==> src/rtl/core/klsp_pkg.sv <==
`default_nettype none

package klsp_pkg;

    localparam int MAX_LINE_BYTES_DEF  = 127;
    localparam int FRACTION_DIGITS_DEF = 3;

    localparam int KEY_COUNT  = 8;
    localparam int KEY_CHARS  = 11;
    localparam int NAME_POS_W = 4;
    localparam int SLOT_COUNT = 7;
    localparam int SLOT_W     = 3;
    localparam int ACC_W      = 30;
    localparam int READ_W     = 31;
    localparam int POW_W      = 20;

    localparam logic [ACC_W-1:0] MAG_LIMIT = 30'd999999999;
    localparam int TEMP_RESET_WHOLE = -100;

    localparam logic [7:0] CH_NL    = 8'h0A;
    localparam logic [7:0] CH_NUL   = 8'h00;
    localparam logic [7:0] CH_SPACE = 8'h20;
    localparam logic [7:0] CH_TAB   = 8'h09;
    localparam logic [7:0] CH_CR    = 8'h0D;
    localparam logic [7:0] CH_EQ    = 8'h3D;
    localparam logic [7:0] CH_PLUS  = 8'h2B;
    localparam logic [7:0] CH_MINUS = 8'h2D;
    localparam logic [7:0] CH_POINT = 8'h2E;
    localparam logic [7:0] CH_ZERO  = 8'h30;
    localparam logic [7:0] CH_NINE  = 8'h39;

    typedef enum logic {
        OP_BYTE  = 1'b0,
        OP_FETCH = 1'b1
    } t_opcode;

    typedef enum logic [2:0] {
        PH_NAME_LEAD  = 3'd0,
        PH_NAME       = 3'd1,
        PH_NAME_TRAIL = 3'd2,
        PH_VALUE_LEAD = 3'd3,
        PH_INT        = 3'd4,
        PH_FRAC       = 3'd5
    } t_phase;

    // reading slots; the temperature slot is last
    localparam logic [SLOT_W-1:0] SLOT_DIR   = 3'd0;
    localparam logic [SLOT_W-1:0] SLOT_SPEED = 3'd1;
    localparam logic [SLOT_W-1:0] SLOT_GUST  = 3'd2;
    localparam logic [SLOT_W-1:0] SLOT_RAIN  = 3'd3;
    localparam logic [SLOT_W-1:0] SLOT_BAT   = 3'd4;
    localparam logic [SLOT_W-1:0] SLOT_CAP   = 3'd5;
    localparam logic [SLOT_W-1:0] SLOT_TEMP  = 3'd6;

    // keyword text, right-justified: last character in bits [7:0]
    localparam logic [8*KEY_CHARS-1:0] KEY_TEXT [KEY_COUNT] = '{
        88'("WindDir"), 88'("WindSpeed"), 88'("WindGust"), 88'("GXTS04Temp"),
        88'("Temperature"), 88'("Rain"), 88'("BatVoltage"), 88'("CapVoltage")
    };
    localparam logic [NAME_POS_W-1:0] KEY_LEN [KEY_COUNT] = '{
        4'd7, 4'd9, 4'd8, 4'd10, 4'd11, 4'd4, 4'd10, 4'd10
    };
    localparam logic [SLOT_W-1:0] KEY_SLOT [KEY_COUNT] = '{
        SLOT_DIR, SLOT_SPEED, SLOT_GUST, SLOT_TEMP,
        SLOT_TEMP, SLOT_RAIN, SLOT_BAT, SLOT_CAP
    };

    function automatic logic [7:0] key_char(input int k, input logic [NAME_POS_W-1:0] pos);
        logic [7:0] ch;
        ch = CH_NUL;
        if (pos < KEY_LEN[k]) begin
            ch = KEY_TEXT[k][8*(int'(KEY_LEN[k]) - int'(pos) - 1) +: 8];
        end
        return ch;
    endfunction

    function automatic logic [POW_W-1:0] pow10(input logic [2:0] n);
        logic [POW_W-1:0] p;
        unique case (n)
            3'd0:    p = 20'd1;
            3'd1:    p = 20'd10;
            3'd2:    p = 20'd100;
            3'd3:    p = 20'd1000;
            3'd4:    p = 20'd10000;
            3'd5:    p = 20'd100000;
            3'd6:    p = 20'd1000000;
            default: p = 20'd0;
        endcase
        return p;
    endfunction

    function automatic logic is_space(input logic [7:0] b);
        return (b == CH_SPACE) || (b >= CH_TAB && b <= CH_CR);
    endfunction

endpackage

`default_nettype wire

==> src/rtl/core/keyvalue_line_sensor_parser_unit.sv <==
// Key/value line parser for a weather sensor's text stream.
// Input channel (i_valid/o_ready): one item per handshake. i_opcode = byte
// carries one received character in i_rx_byte; i_opcode = fetch asks for the
// stored readings. Lines end at newline or a zero byte; a line of 1 to
// MAX_LINE_BYTES bytes of the form "Name = number" updates one reading.
// Output channel (o_valid/i_ready): one item per fetch, carrying the new-data
// flag (then cleared) and all seven readings in units of 10^-FRACTION_DIGITS.
// Byte items produce no output item.
// An accepted item is held in the input register and parsed from it; a fetch
// result is loaded into the output register as the fetch leaves the input
// register. Throughput: one item per cycle while no fetch stalls, every item
// handled by a single pass of logic between the input and output registers.
// Stall: while a result waits in the output register a following fetch holds
// in the input register, and items behind it wait; bytes keep flowing while
// no fetch is blocked.
// Reset (synchronous, active low): empties both registers, clears the line
// parser, sets all readings to 0 except the temperature, which starts at
// -100 whole units, and clears the new-data flag.
`default_nettype none

module keyvalue_line_sensor_parser_unit #(
    parameter int MAX_LINE_BYTES  = klsp_pkg::MAX_LINE_BYTES_DEF,
    parameter int FRACTION_DIGITS = klsp_pkg::FRACTION_DIGITS_DEF
) (
    input  wire logic        i_clk,
    input  wire logic        i_rst_n,
    input  wire logic        i_valid,
    output logic             o_ready,
    input  wire logic        i_opcode,
    input  wire logic [7:0]  i_rx_byte,
    output logic             o_valid,
    input  wire logic        i_ready,
    output logic             o_data_valid,
    output logic signed [30:0] o_wind_direction,
    output logic signed [30:0] o_wind_speed,
    output logic signed [30:0] o_wind_gust,
    output logic signed [30:0] o_air_temperature,
    output logic signed [30:0] o_rainfall,
    output logic signed [30:0] o_battery_voltage,
    output logic signed [30:0] o_capacitor_voltage
);

    localparam int LEN_W  = $clog2(MAX_LINE_BYTES + 2);
    localparam int FRAC_W = (FRACTION_DIGITS < 1) ? 1 : $clog2(FRACTION_DIGITS + 1);
    localparam int ACC_W  = klsp_pkg::ACC_W;
    localparam int RD_W   = klsp_pkg::READ_W;
    localparam int PRD_W  = ACC_W + 5;
    localparam logic [klsp_pkg::POW_W-1:0] SCALE = klsp_pkg::pow10(3'(FRACTION_DIGITS));
    localparam logic signed [RD_W-1:0] TEMP_RESET =
        RD_W'(klsp_pkg::TEMP_RESET_WHOLE * int'(SCALE));

    // input register
    logic                 r_in_valid;
    klsp_pkg::t_opcode    r_in_op;
    logic [7:0]           r_in_byte;

    // line parser state
    logic [LEN_W-1:0]                r_len, n_len;
    klsp_pkg::t_phase                r_phase, n_phase;
    logic [klsp_pkg::KEY_COUNT-1:0]  r_cand, n_cand;
    logic [klsp_pkg::NAME_POS_W-1:0] r_pos, n_pos;
    logic [ACC_W-1:0]                r_acc, n_acc;
    logic                            r_neg, n_neg;
    logic [FRAC_W-1:0]               r_fc, n_fc;
    logic                            r_ended, n_ended;

    logic signed [RD_W-1:0] r_reading [klsp_pkg::SLOT_COUNT];
    logic                   r_fresh, n_fresh;

    // output register
    logic                   r_out_valid;
    logic                   r_out_flag;
    logic signed [RD_W-1:0] r_out_rd [klsp_pkg::SLOT_COUNT];

    logic advance, out_free, do_fetch, do_byte;
    logic store_en;
    logic [klsp_pkg::SLOT_W-1:0] store_slot;
    logic signed [RD_W-1:0]      store_val;

    assign out_free = !r_out_valid || i_ready;
    assign advance  = r_in_valid && (r_in_op == klsp_pkg::OP_BYTE || out_free);
    assign o_ready  = !r_in_valid || advance;
    assign do_fetch = advance && r_in_op == klsp_pkg::OP_FETCH;
    assign do_byte  = advance && r_in_op == klsp_pkg::OP_BYTE;

    always_ff @(posedge i_clk) begin
        if (!i_rst_n) begin
            r_in_valid <= 1'b0;
        end else if (o_ready) begin
            r_in_valid <= i_valid;
        end
        if (o_ready && i_valid) begin
            r_in_op   <= klsp_pkg::t_opcode'(i_opcode);
            r_in_byte <= i_rx_byte;
        end
    end

    always_comb begin
        logic [7:0]       b;
        logic             digit;
        logic [3:0]       d;
        logic [PRD_W-1:0] v;
        logic [2:0]       fexp;
        logic             found;

        b     = r_in_byte;
        digit = (b >= klsp_pkg::CH_ZERO) && (b <= klsp_pkg::CH_NINE);
        d     = 4'(b - klsp_pkg::CH_ZERO);
        v     = '0;
        fexp  = '0;
        found = 1'b0;

        n_len   = r_len;
        n_phase = r_phase;
        n_cand  = r_cand;
        n_pos   = r_pos;
        n_acc   = r_acc;
        n_neg   = r_neg;
        n_fc    = r_fc;
        n_ended = r_ended;
        n_fresh = r_fresh;

        store_en   = 1'b0;
        store_slot = klsp_pkg::SLOT_DIR;
        store_val  = r_neg ? -$signed({1'b0, r_acc}) : $signed({1'b0, r_acc});

        if (do_fetch) begin
            n_fresh = 1'b0;
        end else if (do_byte && (b == klsp_pkg::CH_NL || b == klsp_pkg::CH_NUL)) begin
            // finish the line: first matching keyword wins
            if (r_len != '0 && r_len <= LEN_W'(MAX_LINE_BYTES)
                    && r_phase >= klsp_pkg::PH_VALUE_LEAD) begin
                for (int k = klsp_pkg::KEY_COUNT - 1; k >= 0; k--) begin
                    if (r_cand[k]) begin
                        found      = 1'b1;
                        store_slot = klsp_pkg::KEY_SLOT[k];
                    end
                end
                store_en = found;
                if (found) n_fresh = 1'b1;
            end
            n_len   = '0;
            n_phase = klsp_pkg::PH_NAME_LEAD;
            n_cand  = '1;
            n_pos   = '0;
            n_acc   = '0;
            n_neg   = 1'b0;
            n_fc    = '0;
            n_ended = 1'b0;
        end else if (do_byte) begin
            if (r_len <= LEN_W'(MAX_LINE_BYTES)) n_len = r_len + 1'b1;
            unique case (r_phase)
                klsp_pkg::PH_NAME_LEAD, klsp_pkg::PH_NAME, klsp_pkg::PH_NAME_TRAIL: begin
                    if (b == klsp_pkg::CH_EQ) begin
                        // close the name: keep only keywords of this length
                        for (int k = 0; k < klsp_pkg::KEY_COUNT; k++) begin
                            if (klsp_pkg::KEY_LEN[k] != r_pos) n_cand[k] = 1'b0;
                        end
                        n_phase = klsp_pkg::PH_VALUE_LEAD;
                    end else if (klsp_pkg::is_space(b)) begin
                        if (r_phase == klsp_pkg::PH_NAME) n_phase = klsp_pkg::PH_NAME_TRAIL;
                    end else if (r_phase == klsp_pkg::PH_NAME_TRAIL) begin
                        // text after inner whitespace: nothing can match
                        n_cand  = '0;
                        n_phase = klsp_pkg::PH_NAME;
                    end else begin
                        for (int k = 0; k < klsp_pkg::KEY_COUNT; k++) begin
                            if (r_pos >= klsp_pkg::KEY_LEN[k] || klsp_pkg::key_char(k, r_pos) != b)
                                n_cand[k] = 1'b0;
                        end
                        if (r_pos != '1) n_pos = r_pos + 1'b1;
                        n_phase = klsp_pkg::PH_NAME;
                    end
                end
                klsp_pkg::PH_VALUE_LEAD, klsp_pkg::PH_INT, klsp_pkg::PH_FRAC: begin
                    if (!r_ended) begin
                        if (digit && r_phase != klsp_pkg::PH_FRAC) begin
                            v = PRD_W'(r_acc) * PRD_W'(10) + PRD_W'(d) * PRD_W'(SCALE);
                            n_acc   = (v > PRD_W'(klsp_pkg::MAG_LIMIT)) ? klsp_pkg::MAG_LIMIT
                                                                     : v[ACC_W-1:0];
                            n_phase = klsp_pkg::PH_INT;
                        end else if (digit) begin
                            if (int'(r_fc) < FRACTION_DIGITS) begin
                                n_fc = r_fc + 1'b1;
                                fexp = 3'(FRACTION_DIGITS) - 3'(r_fc) - 3'd1;
                                v = PRD_W'(r_acc) + PRD_W'(d) * PRD_W'(klsp_pkg::pow10(fexp));
                                n_acc = (v > PRD_W'(klsp_pkg::MAG_LIMIT)) ? klsp_pkg::MAG_LIMIT
                                                                         : v[ACC_W-1:0];
                            end
                        end else if (r_phase == klsp_pkg::PH_VALUE_LEAD
                                && klsp_pkg::is_space(b)) begin
                            n_ended = 1'b0;
                        end else if (r_phase == klsp_pkg::PH_VALUE_LEAD
                                && (b == klsp_pkg::CH_PLUS || b == klsp_pkg::CH_MINUS)) begin
                            n_neg   = (b == klsp_pkg::CH_MINUS);
                            n_phase = klsp_pkg::PH_INT;
                        end else if (r_phase != klsp_pkg::PH_FRAC && b == klsp_pkg::CH_POINT) begin
                            n_phase = klsp_pkg::PH_FRAC;
                        end else begin
                            n_ended = 1'b1;
                        end
                    end
                end
                default: begin
                    n_phase = klsp_pkg::PH_NAME_LEAD;
                end
            endcase
        end
    end

    always_ff @(posedge i_clk) begin
        if (!i_rst_n) begin
            r_len   <= '0;
            r_phase <= klsp_pkg::PH_NAME_LEAD;
            r_cand  <= '1;
            r_pos   <= '0;
            r_acc   <= '0;
            r_neg   <= 1'b0;
            r_fc    <= '0;
            r_ended <= 1'b0;
            r_fresh <= 1'b0;
            for (int s = 0; s < klsp_pkg::SLOT_COUNT; s++) begin
                r_reading[s] <= (s == int'(klsp_pkg::SLOT_TEMP)) ? TEMP_RESET : '0;
            end
        end else begin
            r_len   <= n_len;
            r_phase <= n_phase;
            r_cand  <= n_cand;
            r_pos   <= n_pos;
            r_acc   <= n_acc;
            r_neg   <= n_neg;
            r_fc    <= n_fc;
            r_ended <= n_ended;
            r_fresh <= n_fresh;
            if (store_en) r_reading[store_slot] <= store_val;
        end
    end

    always_ff @(posedge i_clk) begin
        if (!i_rst_n) begin
            r_out_valid <= 1'b0;
        end else if (do_fetch) begin
            r_out_valid <= 1'b1;
        end else if (i_ready) begin
            r_out_valid <= 1'b0;
        end
        if (do_fetch) begin
            r_out_flag <= r_fresh;
            r_out_rd   <= r_reading;
        end
    end

    assign o_valid             = r_out_valid;
    assign o_data_valid        = r_out_flag;
    assign o_wind_direction    = r_out_rd[klsp_pkg::SLOT_DIR];
    assign o_wind_speed        = r_out_rd[klsp_pkg::SLOT_SPEED];
    assign o_wind_gust         = r_out_rd[klsp_pkg::SLOT_GUST];
    assign o_air_temperature   = r_out_rd[klsp_pkg::SLOT_TEMP];
    assign o_rainfall          = r_out_rd[klsp_pkg::SLOT_RAIN];
    assign o_battery_voltage   = r_out_rd[klsp_pkg::SLOT_BAT];
    assign o_capacitor_voltage = r_out_rd[klsp_pkg::SLOT_CAP];

    a_fetch_clears_flag: assert property (@(posedge i_clk) disable iff (!i_rst_n)
        do_fetch |=> (o_valid && !r_fresh && o_data_valid == $past(r_fresh)))
        else $error("fetch did not hand over and clear the new-data flag");

    a_name_has_no_number: assert property (@(posedge i_clk) disable iff (!i_rst_n)
        (r_phase == klsp_pkg::PH_NAME_LEAD || r_phase == klsp_pkg::PH_NAME
            || r_phase == klsp_pkg::PH_NAME_TRAIL) |-> (r_acc == '0 && !r_neg && r_fc == '0))
        else $error("number state set while still in the name");

    a_acc_saturates: assert property (@(posedge i_clk) disable iff (!i_rst_n)
        r_acc <= klsp_pkg::MAG_LIMIT)
        else $error("accumulator above saturation limit");

    a_len_bounded: assert property (@(posedge i_clk) disable iff (!i_rst_n)
        r_len <= LEN_W'(MAX_LINE_BYTES + 1))
        else $error("line length counter past its saturation point");

endmodule

`default_nettype wire
==> config.mk <==
export PLATFORM = sky130hd
export DESIGN_NAME = keyvalue_line_sensor_parser_unit
export DESIGN_NICKNAME = d
export VERILOG_FILES = /design/src/rtl/core/klsp_pkg.sv /design/src/rtl/core/keyvalue_line_sensor_parser_unit.sv
export SDC_FILE = /design/constraint.sdc
export NUM_CORES = 1
export LEC_CHECK = 0
export BUFFER_PORTS_ARGS = -buffer_cell sky130_fd_sc_hd__buf_2
export CORE_UTILIZATION = 49
export CTS_CLUSTER_SIZE = 40
export DETAILED_ROUTE_END_ITERATION = 16
export MAX_ROUTING_LAYER = met4
export PLACE_DENSITY = 0.67
export SLEW_MARGIN = 20
export SYNTH_ARGS = -nofsm -noshare
export SYNTH_HDL_FRONTEND = slang
export SYNTH_SLANG_ARGS = --single-unit
==> constraint.sdc <==
create_clock -name i_clk -period 7.1 [get_ports i_clk]
set_input_delay 0.71 -clock i_clk [delete_from_list [all_inputs] [get_ports i_clk]]
set_output_delay 0.71 -clock i_clk [all_outputs]
set_load 0.05 [all_outputs]
==> metrics <==
synth-to-layout area growth 12.80%; TNS Setup 0 ns; Main synth FF type dfxtp_1; Hold WC Path Type in2reg; TritonCTS Buffers 50; Peak supply drop around 190 uV; run status finished, final reports clean; endpoints failing setup 0; initial antenna violation count 0; Hold Vio Cnt, Final 0; reg2reg path depth 25; Syn Inst Count 2731; placed inst area a little under 30000 um2; Pwr Density just over 200 nW/um2; Critical Path Start Type flip-flop; register bit total from synthesis roughly 500; GRT Total Usage between 20% and 30%; Final Slew Violations 0; Leakage roughly 15 nW; Worst-Skew Late Latency about 0.60 ns; synth cell count leaders nand2_1 (358), dfxtp_1 (277), edfxtp_1 (227); Critical Path RT about 7.6 ns; DR vias/cell approximately 5.8; cell depth of the worst setup path 25; # IOs ~230; Critical Path Source r_in_byte[1]; area of the mapped netlist about 27000 um2; Final Cycle Share between 90 and 100%; fin util between 50 and 60%; antenna-violating nets left 0; CP max FO 26; final WL approximately 72000 um; share of layout cells above drive strength 1 14.23%; crit path buf inv count 3; DR vias ~21000; CP Class reg2reg; RSZ-0062 raised after global routing no; H-tree levels 2; CTS root buffer clkbuf_16; footprint of the multi-input gates between 10000 and 15000 um2; fin cells approximately 3700; first-pass GRT wire length ~110000 um; Worst slew margin 23.37%; r2r startpoint r_in_byte[1]; Max Cap Viol 0; die height between 200 and 250 um; worst hold margin ~0.28 ns; Yosys top cell area share 24.82%; Fill cells ~4800; EDFF count, synth between 200 and 250; slew of the pin with the lowest slew margin ~1.1 ns; row count 86; Yosys top cell by area edfxtp_1; Worst Setup End Kind flip-flop; Worst Setup EP r_acc[27]; Reg area 12360 um2; CP arrival around 7 ns; CTS sink count about 500; PnR worst setup slack roughly 0.48 ns; iteration count of the initial detailed-routing pass 5; Initial Util about half; Synth area leaders edfxtp_1 (25%), dfxtp_1 (20%), o211a_1 (6.8%); Worst-path clk slew about 0.070 ns; CP most frequent cell a21oi_1; GR Overflow Total 0; vias in the first global route approximately 21000; Clock Path Buffers 3; count leader, synth nand2_1; gp weighted congestion 0.9007; worst slack at placement roughly 0.60 ns; nets just over 3000; number of diodes 0; Post-synth ARST share 0%; Final Critical Period 6.617 ns; Synthesized Nets about 3000; dpl hpwl about 52000 um; Post-CTS Setup Bufs 0; critical path's slowest cell fa_1; CP top delay family compound AO/OA/AOI/OAI gates; Synthesis Warnings 0; Die W around 240 um; Reg-to-Reg End r_acc[27]; CTS Hold Bufs 0; DRC 0; # placed instances 3593; CTS tree built; Unique masters post-synth 99; core outline area about 55000 um2; Die Area about 57000 um2; IO Port Bufs 232; Max stage delay on crit path about 0.58 ns; fmax 0.1511 GHz; PostCTS Resize Cnt 0; initial drt markers around 1700; Avg WL per Cell just under 20 um; syn avg cell area about 10 um2; register-to-register setup slack a little under 0.5 ns; clk_skew around 0.034 ns; Finished Cell Area around 31000 um2; pin count of the biggest net entering global routing roughly 180; Overall Power 6.273 mW; sequential element share of the synthesized area 45.00%
## report_power, final
part,internal [mW],switching (mW),total (mW)
Sequential,3.06,0.0247,3.08
Combinational,0.166,0.390,0.556
Clock,1.53,1.11,2.63
## routing by layer
layer	part of all wire [%]	track usage, %	vias up
met1	46	35.05	10460
met5	0	-	-
met3	5.7	2.841	87
met2	46	41.00	688
li1	-	-	10200
met4	1.8	5.711	0
## cell usage in the layout, fill, tap and decap left out, types with 10 or more instances in the layout
cell / n
xor2_1: 37
buf_2: 231
a21o_1: 34
o31ai_1: 13
and3_1: 23
xnor2_1: 101
nor4_1: 11
buf_4: 32
and2_1: 35
a21oi_1: 117
clkbuf_1: 14
o21ai_1: 10
o21ai_0: 136
o21a_1: 15
dfxtp_1: 277
nor3_1: 40
fa_1: 59
clkinv_2: 10
a31oi_1: 26
a211oi_1: 12
or3_1: 19
o211a_1: 186
nand4_1: 20
nand2_1: 358
nor2_1: 129
inv_1: 165
edfxtp_1: 227
nand3_1: 53
nor2b_1: 29
clkbuf_16: 51
nand2b_1: 21
mux2i_1: 21
ha_1: 147
o211ai_1: 48
o221a_2: 20
## state kept, by name, indices dropped and copies added, names as in the netlist
name and count:
r_reading 217, r_in_valid 1, r_pos 4, o_data_valid 1, o_battery_voltage 31, r_cand 8, o_rainfall 31, r_in_byte 8
o_wind_direction 31, o_wind_gust 31, r_phase 3, r_neg 1, o_capacitor_voltage 31, o_air_temperature 31, r_in_op 1, r_len 8
r_ended 1, o_valid 1, r_fresh 1, r_fc 2, o_wind_speed 31, r_acc 30
## how the worst min path moves through the flow
stage / startpoint / endpoint / slack (ns) / cells after the start
floorplan: r_reading[62] / o_battery_voltage[0] / 0.41 / 0
global placement: r_reading[93] / o_rainfall[0] / 0.41 / 0
detailed placement: r_reading[186] / o_wind_direction[0] / 0.41 / 0
CTS: i_rx_byte[4] / r_in_byte[4] / 0.25 / 1
global route: i_rx_byte[6] / r_in_byte[6] / 0.26 / 1
finish: i_rx_byte[4] / r_in_byte[4] / 0.28 / 1
## final cells by class
class                           instances  share of cell area (%)
Clock buffer                           73                   4.644
Clock inverter                         20                  0.6824
Inverter                              168                   2.059
Multi-Input combinational cell       1906                   44.96
Sequential cell                       504                   39.90
Tap cell                              748                   3.020
Timing Repair Buffer                  267                   4.737
## worst register-to-register path, stage by stage (launching register included)
cell and delay (ns):
edfxtp_1 0.55, buf_4 0.31, ha_1 0.33, inv_1 0.05, fa_1 0.58, inv_1 0.07, ha_1 0.28, a21o_1 0.17
a21oi_1 0.21, o21ai_0 0.12, a21oi_1 0.22, o21ai_0 0.11, a21oi_1 0.18, xnor2_1 0.10, ha_1 0.36, nand3_1 0.09
o21ai_0 0.42, and4_1 0.44, nand3_1 0.16, nor3_1 0.41, mux2i_1 0.16, a21oi_1 0.18, o211ai_2 0.10, nor2b_2 0.20
o21ai_4 0.44, o221a_2 0.29
## cells by family (layout without fill, tap and decap cells)
group / count (synthesis) / in the layout / synth area share, %
and+or+nand+nor: 796 / 796 / 13.62
AOI/OAI and AO/OA: 735 / 735 / 20.30
DFF: 504 / 504 / 45.00
buffers and inverters: 321 / 528 / 4.514
adders and majority gates: 206 / 206 / 11.00
xor gates and xnor gates: 142 / 142 / 4.555
muxes: 27 / 27 / 1.011
No activity file was read; power rests on OpenSTA's default activity.
